## src/design/tft_pkg.sv

```systemverilog
// shared types and codes of the flow tracking table
package tft_pkg;
    localparam logic [1:0] OP_PACKET   = 2'd0;
    localparam logic [1:0] OP_COMPLETE = 2'd1;
    localparam logic [1:0] OP_TOUCH    = 2'd2;
    localparam logic [1:0] OP_SCAN     = 2'd3;

    localparam logic [3:0] ST_TRACKED   = 4'd0;
    localparam logic [3:0] ST_NEW       = 4'd1;
    localparam logic [3:0] ST_IGNORED   = 4'd2;
    localparam logic [3:0] ST_FULL      = 4'd3;
    localparam logic [3:0] ST_COMPLETED = 4'd4;
    localparam logic [3:0] ST_NOT_FOUND = 4'd5;
    localparam logic [3:0] ST_TOUCHED   = 4'd6;
    localparam logic [3:0] ST_IDLE      = 4'd7;
    localparam logic [3:0] ST_SCAN_DONE = 4'd8;

    localparam logic [1:0] FS_PENDING_DATA = 2'd0;
    localparam logic [1:0] FS_ACTIVE_SYN   = 2'd1;
    localparam logic [1:0] FS_ACTIVE_DATA  = 2'd2;

    localparam logic [0:0] CFG_MAX_FLOWS   = 1'd0;
    localparam logic [0:0] CFG_GRACE_TICKS = 1'd1;

    typedef struct packed {
        logic [31:0] src_addr;
        logic [31:0] dst_addr;
        logic [15:0] src_port;
        logic [15:0] dst_port;
        logic [7:0]  protocol;
    } t_key;

    // one queued command from front to back
    typedef struct packed {
        logic [1:0]  op;
        t_key        key;
        logic        is_syn;
        logic        has_data;
        logic [47:0] timestamp;
        logic [31:0] idle_timeout;
    } t_cmd;

    typedef struct packed {
        logic [3:0] status;
        t_key       key;
        logic [1:0] flow_state;
        logic       last;
    } t_res;
endpackage

```

## src/design/tft_front.sv

```systemverilog
// input stage: captures beats and queues them as commands
module tft_front (
    input  logic          i_clk,
    input  logic          i_rst_n,
    input  logic          i_valid,
    output logic          o_stall,
    input  logic [1:0]    i_op,
    input  logic [31:0]   i_src_addr,
    input  logic [31:0]   i_dst_addr,
    input  logic [15:0]   i_src_port,
    input  logic [15:0]   i_dst_port,
    input  logic [7:0]    i_protocol,
    input  logic          i_is_syn,
    input  logic [15:0]   i_payload_len,
    input  logic [47:0]   i_timestamp,
    input  logic [31:0]   i_idle_timeout,
    output logic          o_cmd_valid,
    output tft_pkg::t_cmd o_cmd,
    input  logic          i_cmd_take
);
    // two-entry queue
    tft_pkg::t_cmd r_q [2];
    logic          r_wp, r_rp;
    logic [1:0]    r_cnt;
    logic          push;
    tft_pkg::t_cmd cmd_in;

    assign o_stall     = (r_cnt == 2'd2);
    assign push        = i_valid && !o_stall;
    assign o_cmd_valid = (r_cnt != 2'd0);
    assign o_cmd       = r_q[r_rp];

    // classify the beat into a command
    always_comb begin
        cmd_in.op           = i_op;
        cmd_in.key.src_addr = i_src_addr;
        cmd_in.key.dst_addr = i_dst_addr;
        cmd_in.key.src_port = i_src_port;
        cmd_in.key.dst_port = i_dst_port;
        cmd_in.key.protocol = i_protocol;
        cmd_in.is_syn       = i_is_syn;
        cmd_in.has_data     = (i_payload_len != 16'd0);
        cmd_in.timestamp    = i_timestamp;
        cmd_in.idle_timeout = i_idle_timeout;
    end

    always_ff @(posedge i_clk) begin
        if (push) begin
            r_q[r_wp] <= cmd_in;
        end
        if (!i_rst_n) begin
            r_wp  <= 1'b0;
            r_rp  <= 1'b0;
            r_cnt <= 2'd0;
        end else begin
            if (push) begin
                r_wp <= ~r_wp;
            end
            if (i_cmd_take) begin
                r_rp <= ~r_rp;
            end
            r_cnt <= r_cnt + {1'b0, push} - {1'b0, i_cmd_take};
        end
    end
endmodule

```

## config.mk

```make
export PLATFORM = sky130hd
export DESIGN_NAME = tft_front
export DESIGN_NICKNAME = d
export VERILOG_FILES = /design/src/design/tft_pkg.sv /design/src/design/tft_front.sv
export SDC_FILE = /design/constraint.sdc
export NUM_CORES = 1
export LEC_CHECK = 0
export ABC_AREA = 1
export BUFFER_PORTS_ARGS = -buffer_cell sky130_fd_sc_hd__buf_4
export CELL_PAD_IN_SITES_DETAIL_PLACEMENT = 1
export CELL_PAD_IN_SITES_GLOBAL_PLACEMENT = 1
export CORE_ASPECT_RATIO = 0.9
export CORE_MARGIN = 1
export CORE_UTILIZATION = 44
export CTS_CLUSTER_SIZE = 16
export DETAILED_ROUTE_END_ITERATION = 12
export HOLD_SLACK_MARGIN = 0.08
export PLACE_DENSITY = 0.79
export SYNTH_ARGS = -nofsm -noshare
export SYNTH_HDL_FRONTEND = slang
export SYNTH_SLANG_ARGS = --single-unit
export TNS_END_PERCENT = 5
```

## constraint.sdc

```tcl
create_clock -name i_clk -period 11.36 [get_ports i_clk]
set_clock_uncertainty 0.05 [all_clocks]
set_input_delay 1.704 -clock i_clk [delete_from_list [all_inputs] [get_ports i_clk]]
set_output_delay 1.704 -clock i_clk [all_outputs]
set_load 0.05 [all_outputs]
```

==> key figures, run 1 <==
Clock network
  • Clock buffer count from CTS: 40
  • Clock transition at the registers of the reported paths: roughly 0.050 ns
  • CTS sink count: 381
  • Clk buf depth: 3
  • Post-CTS setup buffer count: 0
  • Hold_buf cts: 0
  • Root Buffer Master: clkbuf_16
  • Post-CTS Resized: 0
  • CTS tree: yes
  • H-tree depth: 2
  • Clk Latency, worst-skew pair: 0.50 ns

Floorplanning
  • Area of the die: 33170 um^2
  • Die W: 191.9 um
  • Num rows: 62
  • Die Y: 172.9 um
  • Initial Utilization: 44.77%
  • Core Area: 31880 um^2
  • IO Count: between 300 and 400

Routing
  • Initial DRC Count: 340
  • Routed Antenna Nets: 0
  • Post-Route WL: between 30000 and 40000 um
  • Routed len/inst: between 20 and 25 um
  • Vias per std cell: 4.957
  • Total number of vias: ~7400
  • DRC viols: 0
  • DRT Pass-1 Iters: 4

Layout
  • Most common cell after layout, fill and taps aside: buf_4
  • Number of fill cells: 2839
  • Commonest cells after routing, fill and taps aside: buf_4, edfxtp_1, mux2_4, mux2_2, clkbuf_16
  • Ratio of cells with drive above 1 in the final layout: 59.76%
  • Design Area, Final: roughly 19000 um^2
  • Final cell count without fillers: 1502
  • Seq. cell area: between 10000 and 15000 um^2
  • Area of the multi-input gates: 2665 um^2
  • Antenna cells: 0
  • Area Growth Syn to Fin: 32.92%
  • Final net count: 1268

Place
  • IO Port Bufs: 396
  • Routability cong.: 0.7929
  • Dpl cells: ~1400
  • DP Wirelength: 23480 um
  • Placed Instance Area: ~18000 um^2

Synthesis
  • Cells after Synth: 634
  • Synth area leader: edfxtp_1
  • Seq/Total Area, Yosys: about four fifths
  • Mean post-synth cell area: 22.51 um^2
  • Synthesized area: 14270 um^2
  • Post-synthesis cell type count: 12
  • Syn Nets: 843
  • Syn. warnings: 0
  • Synth top area cells: edfxtp_1, mux2_4, mux2_2, buf_6, dfxtp_1
  • Yosys reg bits: around 380
  • Yosys top cell area share: 79.10%

Timing
  • Post-layout min period: 5.164 ns
  • Slew Limit Fails: 0
  • Setup TNS: 0 ns
  • Hold Worst Slack: between 0.4 and 0.5 ns
  • Hold Vio Cnt, Final: 0
  • Worst-margin pin slew: around 1.0 ns
  • Max_slew headroom: 30.91%
  • Fmax: 0.1937 GHz
  • Final setup fails: 0
  • Final worst-path cycle share: 45.46%
  • RSZ-0062 raised after global routing: false

GRT
  • First-pass GRT wire length: 49730 um
  • Initial antenna violation count: 1
  • GR Util All Layers: 20.16%
  • Total grt overflow: 0
  • Largest net degree at the start of global routing: 76
  • M2 GR Usage: 34.84%
  • GR Util met3: 7.124%
  • Vias in the first global route: 8206
  • M1 GR Usage: about a quarter
  • GRT Max-Usage Layer: met2

Setup path
  • Critical Path RT: 9.61 ns
  • CP top delay family: buffers and inverters
  • Max FO, Critical Path: 53
  • Critical Path AT: 3.41 ns
  • CP max stage delay: 0.83 ns
  • CP Cell Sequence: buf_4, buf_4, mux2_4, buf_4
  • Most used cell, CP: buf_4
  • Slowest CP cell: buf_4
  • Worst Setup Start Kind: register
  • WP buf/inv: 3
  • Critical path class: register to output port
  • Worst setup EP type: output port

Power
  • Leakage power: 7.334 nW
  • Maximum vdd drop: 0.0001626 V
  • Cell Pwr Density: between 150 and 200 nW/um^2

Outcome
  • Status: finished, final reports clean

Flow run
  • Max-Cap Viols: 0

Hold path
  • Hold WC Path Type: register to register
==> kinds of logic after synthesis <==
group           after synthesis  synth area share [%]
buf+inv                      28                 1.578
fa+ha+maj                     2                0.1753
simple gates                 33                0.8853
mux                         188                 17.49
compound gates                2               0.07013
flops                       381                 79.80
==> sequential cells by signal (all words and copies together) (netlist names), named ones only <==
register / flops
r_cnt: 2
r_rp: 1
r_wp: 1
r_q: 376
==> cell usage after synthesis <==
cell type  number
buf_2           6
nand3_1         2
buf_6          15
dfxtp_1         5
a21oi_1         2
edfxtp_1      376
nor2_1         16
mux2_2         87
inv_1           7
nand2_1        15
mux2_4        101
ha_1            2
==> worst paths after layout <==
| kind | start | endpoint | slack (ns) | cells after the start |
|---|---|---|---|---|
| max | register | o_cmd[139] | 6.20 | 4 |
| min reg2reg | r_rp$_SDFFE_PN0P_ | register | 0.46 | 2 |
| min | r_rp$_SDFFE_PN0P_ | register | 0.46 | 2 |
| max reg2reg | r_cnt[0]$_SDFF_PN0_ | r_q[0][144]$_DFFE_PP_ | 8.42 | 6 |
==> cell type report <==
cell class,instances,area share (%)
sequential,381,60.06
timing repair buffer,404,15.99
multi-input combinational,225,14.05
clock buffer,46,5.507
tap,416,2.744
clock inverter,23,1.490
inverter,7,0.1649
==> metrics by stage <==
stage	total power [mW]	util, %	setup slack (ns)
after global routing	3.894	59.50	6.022
after floorplan	2.266	-	1.003
final	3.774	59.50	6.196
after global placement	2.467	55.34	6.716
after CTS	3.816	59.50	6.125
after detailed placement	2.489	55.34	6.664
==> report_power, final <==
part           leakage, nW  internal, mW  switching (mW)  total [mW]
Sequential            3.54          1.69          0.0365        1.72
Clock                0.642         0.814           0.505        1.32
Combinational         3.15         0.253           0.479       0.731
==> routing by layer <==
layer / vias up / wire length, um
met2: 327 / 17090
li1: 3341 / -
met1: 3725 / 12610
met5: - / 13
met3: 51 / 3538
met4: 2 / 719
==> worst min-delay path: stages (launching register included) <==
cell,delay [ns]
dfxtp_1,0.33
nor2_1,0.06
nor2_1,0.08
Note: power is estimated with default switching activity, not from simulation.
==> run 2, diff against run 1 <==
--- a/config.mk
+++ b/config.mk
@@ -11,11 +11,11 @@
 export CELL_PAD_IN_SITES_GLOBAL_PLACEMENT = 1
 export CORE_ASPECT_RATIO = 0.9
 export CORE_MARGIN = 1
-export CORE_UTILIZATION = 44
+export CORE_UTILIZATION = 40
 export CTS_CLUSTER_SIZE = 16
 export DETAILED_ROUTE_END_ITERATION = 12
 export HOLD_SLACK_MARGIN = 0.08
-export PLACE_DENSITY = 0.79
+export PLACE_DENSITY = 0.76
 export SYNTH_ARGS = -nofsm -noshare
 export SYNTH_HDL_FRONTEND = slang
 export SYNTH_SLANG_ARGS = --single-unit
==> constraint.sdc (replaced) <==
create_clock -name i_clk -period 4.3 [get_ports i_clk]
set_clock_uncertainty 0.05 [all_clocks]
set_input_delay 0.645 -clock i_clk [delete_from_list [all_inputs] [get_ports i_clk]]
set_output_delay 0.645 -clock i_clk [all_outputs]
set_load 0.05 [all_outputs]
==> run 2 against run 1 <==
Effect of this change:
- global-route usage decreased by 2.5 points
- hold slack got worse by 0.21 ns
- combinational power rose to 2.7 times the previous value
- register-to-register slack worse by 6.4 ns
- clock power rose to 2.5 times the previous value
- non-clock buffer count grew 2
- power grew to 2.6 times the previous value
- critical path type unchanged
==> key figures, run 2 (same netlist as run 1, synthesis figures left out) <==
Floorplanning
  • Die Y: 181.2 um (was 172.9 um)
  • Die W: 201.1 um (was 191.9 um)
  • IO Count: 397 (unchanged)
  • Num rows: 65 (was 62)
  • Area of the die: 36450 um^2 (was 33170 um^2)
  • Initial Utilization: 40.63% (was 44.77%)
  • Core Area: 35130 um^2 (was 31880 um^2)

GRT
  • Vias in the first global route: 8113 (was 8206)
  • Initial antenna violation count: 2 (was 1)
  • Largest net degree at the start of global routing: 115 (was 76)
  • GR Util All Layers: 17.70% (was 20.16%)
  • First-pass GRT wire length: 48410 um (was 49730 um)
  • Total grt overflow: 0 (unchanged)

Setup path
  • Reg2reg setup slack: 2.04 ns (was 8.42 ns)
  • Depth of the most critical reg-to-reg path: 5 (was 6)
  • Slowest CP cell: dfxtp_4 (was buf_4)
  • Critical path class: register to output port (unchanged)
  • CP top delay family: flip-flops (was buffers and inverters)
  • Max FO, Critical Path: 49 (was 53)
  • Worst flop-to-flop path startpoint: r_cnt[0]$_SDFF_PN0_ (unchanged)
  • Worst Setup Start Kind: register (unchanged)
  • RR Endpoint: r_q[1][153]$_DFFE_PP_ (was r_q[0][144]$_DFFE_PP_)
  • Critical Path RT: 3.61 ns (was 9.61 ns)
  • CP Cell Sequence: buf_4, mux2_2, buf_4 (was buf_4, buf_4, mux2_4, buf_4)
  • Most used cell, CP: buf_4 (unchanged)
  • Worst setup EP type: output port (unchanged)
  • Critical Path AT: 2.39 ns (was 3.41 ns)
  • WP buf/inv: 2 (was 3)
  • CP max stage delay: 0.83 ns (about the same)

Layout
  • Most flop-heavy register: r_q (unchanged)
  • Largest registers: r_q x376, r_cnt x2 (unchanged)
  • Largest register FFs: 376 (unchanged)
  • Area Growth Syn to Fin: 33.44% (was 32.92%)
  • Most common cell after layout, fill and taps aside: buf_4 (unchanged)
  • Ratio of cells with drive above 1 in the final layout: 59.96% (was 59.76%)
  • Final net count: 1270 (was 1268)
  • Final cell count without fillers: 1561 (was 1502)
  • Number of fill cells: 3220 (was 2839)
  • Commonest cells after routing, fill and taps aside: buf_4, edfxtp_1, mux2_4, mux2_2, clkbuf_16 (unchanged)

Clock network
  • Hold_buf cts: 0 (unchanged)
  • H-tree depth: 2 (unchanged)
  • Post-CTS setup buffer count: 0 (unchanged)
  • Root Buffer Master: clkbuf_16 (unchanged)
  • Clk buf depth: 3 (unchanged)
  • Clock buffer count from CTS: 40 (unchanged)
  • CTS sink count: 381 (unchanged)
  • Clk Latency, worst-skew pair: 0.52 ns (was 0.50 ns)
  • Post-CTS Resized: 0 (unchanged)
  • CTS tree: yes (unchanged)
  • Clock transition at the registers of the reported paths: 0.06 ns (was 0.05 ns)

Hold path
  • Hold wc startpoint: i_timestamp[32] (was r_rp$_SDFFE_PN0P_)
  • Hold Crit Depth: 1 (was 2)
  • Hold EP: r_q[0][64]$_DFFE_PP_
  • Hold WC Path Type: input pin to register (was register to register)

Power
  • Cell Pwr Density: 515.5 nW/um^2 (was 198.9 nW/um^2)
  • Leakage power: 7.344 nW (was 7.334 nW)
  • Seq pwr share: 46.3% (was 45.7%)
  • Maximum vdd drop: 0.0004030 V (was 0.0001626 V)
  • Total power: 9.818 mW (was 3.774 mW)
  • Combinational Power Share: 19.7% (was 19.4%)
  • Sw Share: 27.56% (was 27.04%)
  • Clock network fraction of total power: 33.9% (was 35.0%)
  • Switching power: 2.706 mW (was 1.020 mW)
  • Internal power: 7.112 mW (was 2.753 mW)

Timing
  • Post-layout min period: ~3.1 ns
  • Fmax: 0.3239 GHz
  • Final worst-path cycle share: a little under three quarters
  • Final setup fails: 0 (unchanged)
  • Setup TNS: 0 ns (unchanged)
  • Hold Vio Cnt, Final: 0 (unchanged)
  • Slew Limit Fails: 0 (unchanged)
  • Worst-margin pin slew: 1.056 ns (was 1.036 ns)
  • Hold Worst Slack: 0.2483 ns (was 0.4606 ns)
  • RSZ-0062 raised after global routing: false (unchanged)
  • Max_slew headroom: 29.59% (was 30.91%)

Flow run
  • Max-Cap Viols: 0 (unchanged)

Routing
  • DRT Pass-1 Iters: 4 (unchanged)
  • Initial DRC Count: 286 (was 340)
  • Uppermost routed layer: met4 (was met5)
  • Routed Antenna Nets: 0 (unchanged)
  • Met3 WL: 2573 um (was 3538 um)
  • Met1 Wirelength: 13110 um (was 12610 um)
  • Routed len/inst: 21.18 um (was 22.62 um)
  • Post-Route WL: 33060 um (was 33970 um)
  • Vias per std cell: 4.713 (was 4.957)
  • Total number of vias: 7357 (was 7446)
  • WL met2: 16630 um (was 17090 um)
  • DRC viols: 0 (unchanged)

Outcome
  • Status: finished, final reports clean (unchanged)

Place
  • DP Wirelength: 22580 um (was 23480 um)
  • Routability cong.: 0.7459 (was 0.7929)
  • Dpl cells: 1488 (was 1433)
  • IO Port Bufs: 396 (unchanged)
[run 2: changes by cell type in the layout (fill, tap and decap cells not counted), sizes merged]
cell / change
clkbuf: +3
clkinvlp: -2
diode: +3
bufinv: -3
buf: +2
clkinv: +3
[run 2: how the worst max path moves through the flow]
| stage | startpoint | depth (start not counted) | slack [ns] | to |
|---|---|---|---|---|
| floorplan | i_valid | 2 | -0.67 | r_q[1][0]$_DFFE_PP_ |
| global placement | register | 3 | 1.74 | o_cmd[169] |
| detailed placement | register | 3 | 1.72 | o_cmd[20] |
| CTS | register | 3 | 1.15 | o_cmd[20] |
| global route | register | 3 | 1.08 | o_cmd[26] |
| finish | register | 3 | 1.21 | o_cmd[26] |
[run 2: worst register-to-register path, cell delays in order (launching register included)]
cell	delay (ns)
dfxtp_1	0.34
inv_1	0.07
nand2_1	0.14
nand3_1	0.22
inv_8	0.57
buf_4	0.50
[run 2: routing by layer]
layer	vias to the layer above	track usage, %
met5	-	0
met4	0	5.832
met3	50	5.772
met2	285	30.34
met1	3674	20.97
li1	3348	-
[run 2: through the flow]
stage               area, um^2  setup slack, ns  util [%]
global placement         17780            1.738     50.60
floorplan                14280          -0.6682         -
CTS                      19040            1.145     54.19
detailed placement       17780            1.720     50.60
global route             19040            1.078     54.21
finish                   19050            1.212     54.21
[run 2: power by group through the flow]
stage | logic [mW] | registers [mW] | clock network [mW]
after floorplan | 1.33 | 4.61 | 0
after global placement | 1.93 | 4.61 | 0
after detailed placement | 1.96 | 4.63 | 0
after CTS | 1.96 | 4.55 | 3.44
after global routing | 2.02 | 4.57 | 3.54
final | 1.94 | 4.55 | 3.33
[run 2: final cells by class]
cell class                 count  area [um^2]  area share [%]
multi-input combinational    225         2665           13.99
clock inverter                21        205.2           1.077
antenna                        3        7.507         0.03941
clock buffer                  49         1056           5.544
timing repair buffer         406         3098           16.26
inverter                       7        33.78          0.1774
tap                          469        586.8           3.081
sequential                   381        11390           59.82
==> run 3, diff against run 2 <==
--- a/config.mk
+++ b/config.mk
@@ -11,11 +11,11 @@
 export CELL_PAD_IN_SITES_GLOBAL_PLACEMENT = 1
 export CORE_ASPECT_RATIO = 0.9
 export CORE_MARGIN = 1
-export CORE_UTILIZATION = 40
+export CORE_UTILIZATION = 44
 export CTS_CLUSTER_SIZE = 16
 export DETAILED_ROUTE_END_ITERATION = 12
 export HOLD_SLACK_MARGIN = 0.08
-export PLACE_DENSITY = 0.76
+export PLACE_DENSITY = 0.79
 export SYNTH_ARGS = -nofsm -noshare
 export SYNTH_HDL_FRONTEND = slang
 export SYNTH_SLANG_ARGS = --single-unit
==> constraint.sdc (replaced) <==
create_clock -name i_clk -period 3 [get_ports i_clk]
set_clock_uncertainty 0.05 [all_clocks]
set_input_delay 0.45 -clock i_clk [delete_from_list [all_inputs] [get_ports i_clk]]
set_output_delay 0.45 -clock i_clk [all_outputs]
set_load 0.05 [all_outputs]
==> run 3 against run 2 <==
Effect of this change:
- cell area increased by 10%
- worst setup slack got worse by 0.98 ns
- global-route usage increased by 7.8 points
- critical path type unchanged
- highest routed layer unchanged
==> key figures, run 3 (same netlist as run 1, synthesis figures left out) <==
Setup path
  • Worst Setup Start Kind: register (unchanged)
  • CP top delay family: flip-flops (unchanged)
  • Critical path class: register to output port (unchanged)
  • Worst setup EP type: output port (unchanged)
  • RR Endpoint: r_q[0][118]$_DFFE_PP_ (was r_q[1][153]$_DFFE_PP_)
  • CP Cell Sequence: buf_12, mux2_4, buf_4 (was buf_4, mux2_2, buf_4)
  • WP buf/inv: 2 (unchanged)
  • Reg2reg setup slack: 1.28 ns (was 2.04 ns)
  • Depth of the most critical reg-to-reg path: 5 (unchanged)
  • Slowest CP cell: dfxtp_4 (unchanged)
  • Max FO, Critical Path: 36 (was 49)
  • Critical Path RT: 2.50 ns (was 3.61 ns)
  • CP max stage delay: 0.81 ns (was 0.83 ns)
  • Worst flop-to-flop path startpoint: r_cnt[0]$_SDFF_PN0_ (unchanged)
  • Critical Path AT: 2.26 ns (was 2.39 ns)

Power
  • Cell Pwr Density: 694.5 nW/um^2 (was 515.5 nW/um^2)
  • Sw Share: 28.35% (was 27.56%)
  • Seq pwr share: 44.9% (was 46.3%)
  • Combinational Power Share: 21.3% (was 19.7%)
  • Total power: 14.59 mW (was 9.818 mW)
  • Clock network fraction of total power: 33.8% (was 33.9%)
  • Internal power: 10.46 mW (was 7.112 mW)
  • Switching power: 4.137 mW (was 2.706 mW)
  • Leakage power: 8.180 nW (was 7.344 nW)
  • Maximum vdd drop: 0.0005664 V (was 0.0004030 V)

Clock network
  • Clock transition at the registers of the reported paths: 0.06 ns (about the same)
  • Post-CTS setup buffer count: 0 (unchanged)
  • Post-CTS Resized: 0 (unchanged)
  • Clk Latency, worst-skew pair: 0.52 ns (about the same)
  • CTS sink count: 381 (unchanged)
  • Clock buffer count from CTS: 39 (was 40)
  • Clk buf depth: 3 (unchanged)
  • CTS tree: yes (unchanged)
  • H-tree depth: 2 (unchanged)
  • Root Buffer Master: clkbuf_16 (unchanged)

Hold path
  • Hold Crit Depth: 3 (was 1)
  • Hold WC Path Type: input pin to register (unchanged)
  • Hold EP: r_wp$_SDFFE_PN0P_ (was r_q[0][64]$_DFFE_PP_)
  • Hold wc startpoint: i_rst_n (was i_timestamp[32])

Timing
  • Final worst-path cycle share: 92.16%
  • Max_slew headroom: 52.90% (was 29.59%)
  • Final setup fails: 0 (unchanged)
  • Slew Limit Fails: 0 (unchanged)
  • Post-layout min period: 2.765 ns
  • Hold Worst Slack: 0.1483 ns (was 0.2483 ns)
  • Worst-margin pin slew: 0.7065 ns (was 1.056 ns)
  • Setup TNS: 0 ns (unchanged)
  • Fmax: 0.3617 GHz
  • RSZ-0062 raised after global routing: false (unchanged)
  • Hold Vio Cnt, Final: 0 (unchanged)

Flow run
  • Max-Cap Viols: 0 (unchanged)

Floorplanning
  • Area of the die: 33170 um^2 (was 36450 um^2)
  • IO Count: 397 (unchanged)
  • Die Y: 172.9 um (was 181.2 um)
  • Die W: 191.9 um (was 201.1 um)
  • Core Area: 31880 um^2 (was 35130 um^2)
  • Initial Utilization: 44.77% (was 40.63%)
  • Num rows: 62 (was 65)

Routing
  • Initial DRC Count: 448 (was 286)
  • DRC viols: 0 (unchanged)
  • DRT Pass-1 Iters: 5 (was 4)
  • Vias per std cell: 4.929 (was 4.713)
  • Routed Antenna Nets: 0 (unchanged)
  • Total number of vias: 8439 (was 7357)
  • Routed len/inst: 25.11 um (was 21.18 um)
  • Post-Route WL: 42990 um (was 33060 um)

Layout
  • Area Growth Syn to Fin: 47.20% (was 33.44%)
  • Commonest cells after routing, fill and taps aside: buf_4, edfxtp_1, dlygate4sd3_1, mux2_4, mux2_2 (was buf_4, edfxtp_1, mux2_4, mux2_2, clkbuf_16)
  • Most flop-heavy register: r_q (unchanged)
  • Final net count: 1465 (was 1270)
  • Largest register FFs: 376 (unchanged)
  • Ratio of cells with drive above 1 in the final layout: 51.56% (was 59.96%)
  • Largest registers: r_q x376, r_cnt x2 (unchanged)
  • Most common cell after layout, fill and taps aside: buf_4 (unchanged)

GRT
  • First-pass GRT wire length: 61980 um (was 48410 um)
  • Total grt overflow: 0 (unchanged)
  • Vias in the first global route: 9693 (was 8113)
  • Largest net degree at the start of global routing: 108 (was 115)
  • GR Util All Layers: 25.54% (was 17.70%)
  • Initial antenna violation count: 9 (was 2)

Place
  • DP Wirelength: 24040 um (was 22580 um)
  • IO Port Bufs: 396 (unchanged)
  • Routability cong.: 0.8055 (was 0.7459)

Outcome
  • Status: finished, final reports clean (unchanged)
## run 3: worst register-to-register path, stage by stage, from the launching register on
cell	delay (ns)
dfxtp_2	0.35
inv_2	0.04
nand2_2	0.09
nand2_2	0.09
nor2_4	0.17
buf_12	0.45
## run 3: layer usage
layer  routed length (um)  GRT usage [%]  vias up  part of all wire (%)
met1                15220          27.77     4220                    35
met4                 1441          9.491        0                   3.4
met3                 3433          7.266       95                   8.0
li1                     -              -     3752                     -
met5                    0              0        -                     0
met2                22900          46.56      372                    53
## run 3: how the worst max path moves through the flow
stage	startpoint	endpoint	cells after the start
3_5_place_dp	register	o_cmd[75]	3
2_1_floorplan	r_cnt[0]$_SDFF_PN0_	r_q[0][0]$_DFFE_PP_	4
3_3_place_gp	register	o_cmd[183]	3
4_1_cts	register	o_cmd[75]	3
5_1_grt	register	o_cmd[153]	3
6_report	register	o_cmd[152]	3
## run 3: per-stage QoR
step	utilization [%]	cells	instance area (um^2)	worst slack (ns)
2_1_floorplan	-	634	14300	-0.7659
3_3_place_gp	55.95	1444	17840	0.8054
3_5_place_dp	55.95	1444	17840	0.7703
4_1_cts	65.82	1702	20990	0.2065
5_1_grt	65.89	1710	21010	0.1594
6_report	65.90	1712	21010	0.2352
## run 3: cell type report
class	count	area (um^2)
Clock buffer	47	1049
Inverter	7	30.03
Tap cell	416	520.5
Timing Repair Buffer	602	5087
Sequential cell	381	11400
Multi-Input combinational cell	225	2675
Fill cell	2722	10870
Antenna cell	10	25.02
Clock inverter	24	229.0
## run 3: repair_timing
| item | CTS | global route |
|---|---|---|
| setup endpoints to repair | 0 | 0 |
| hold buffers | 187 | 0 |
| hold endpoints to repair | 374 | 0 |
## run 3: power groups by stage
stage	registers, mW	logic (mW)	clock network (mW)
2_1_floorplan	6.60	1.91	0
3_3_place_gp	6.60	2.78	0
3_5_place_dp	6.63	2.84	0
4_1_cts	6.53	3.07	4.95
5_1_grt	6.58	3.22	5.19
6_report	6.55	3.11	4.93
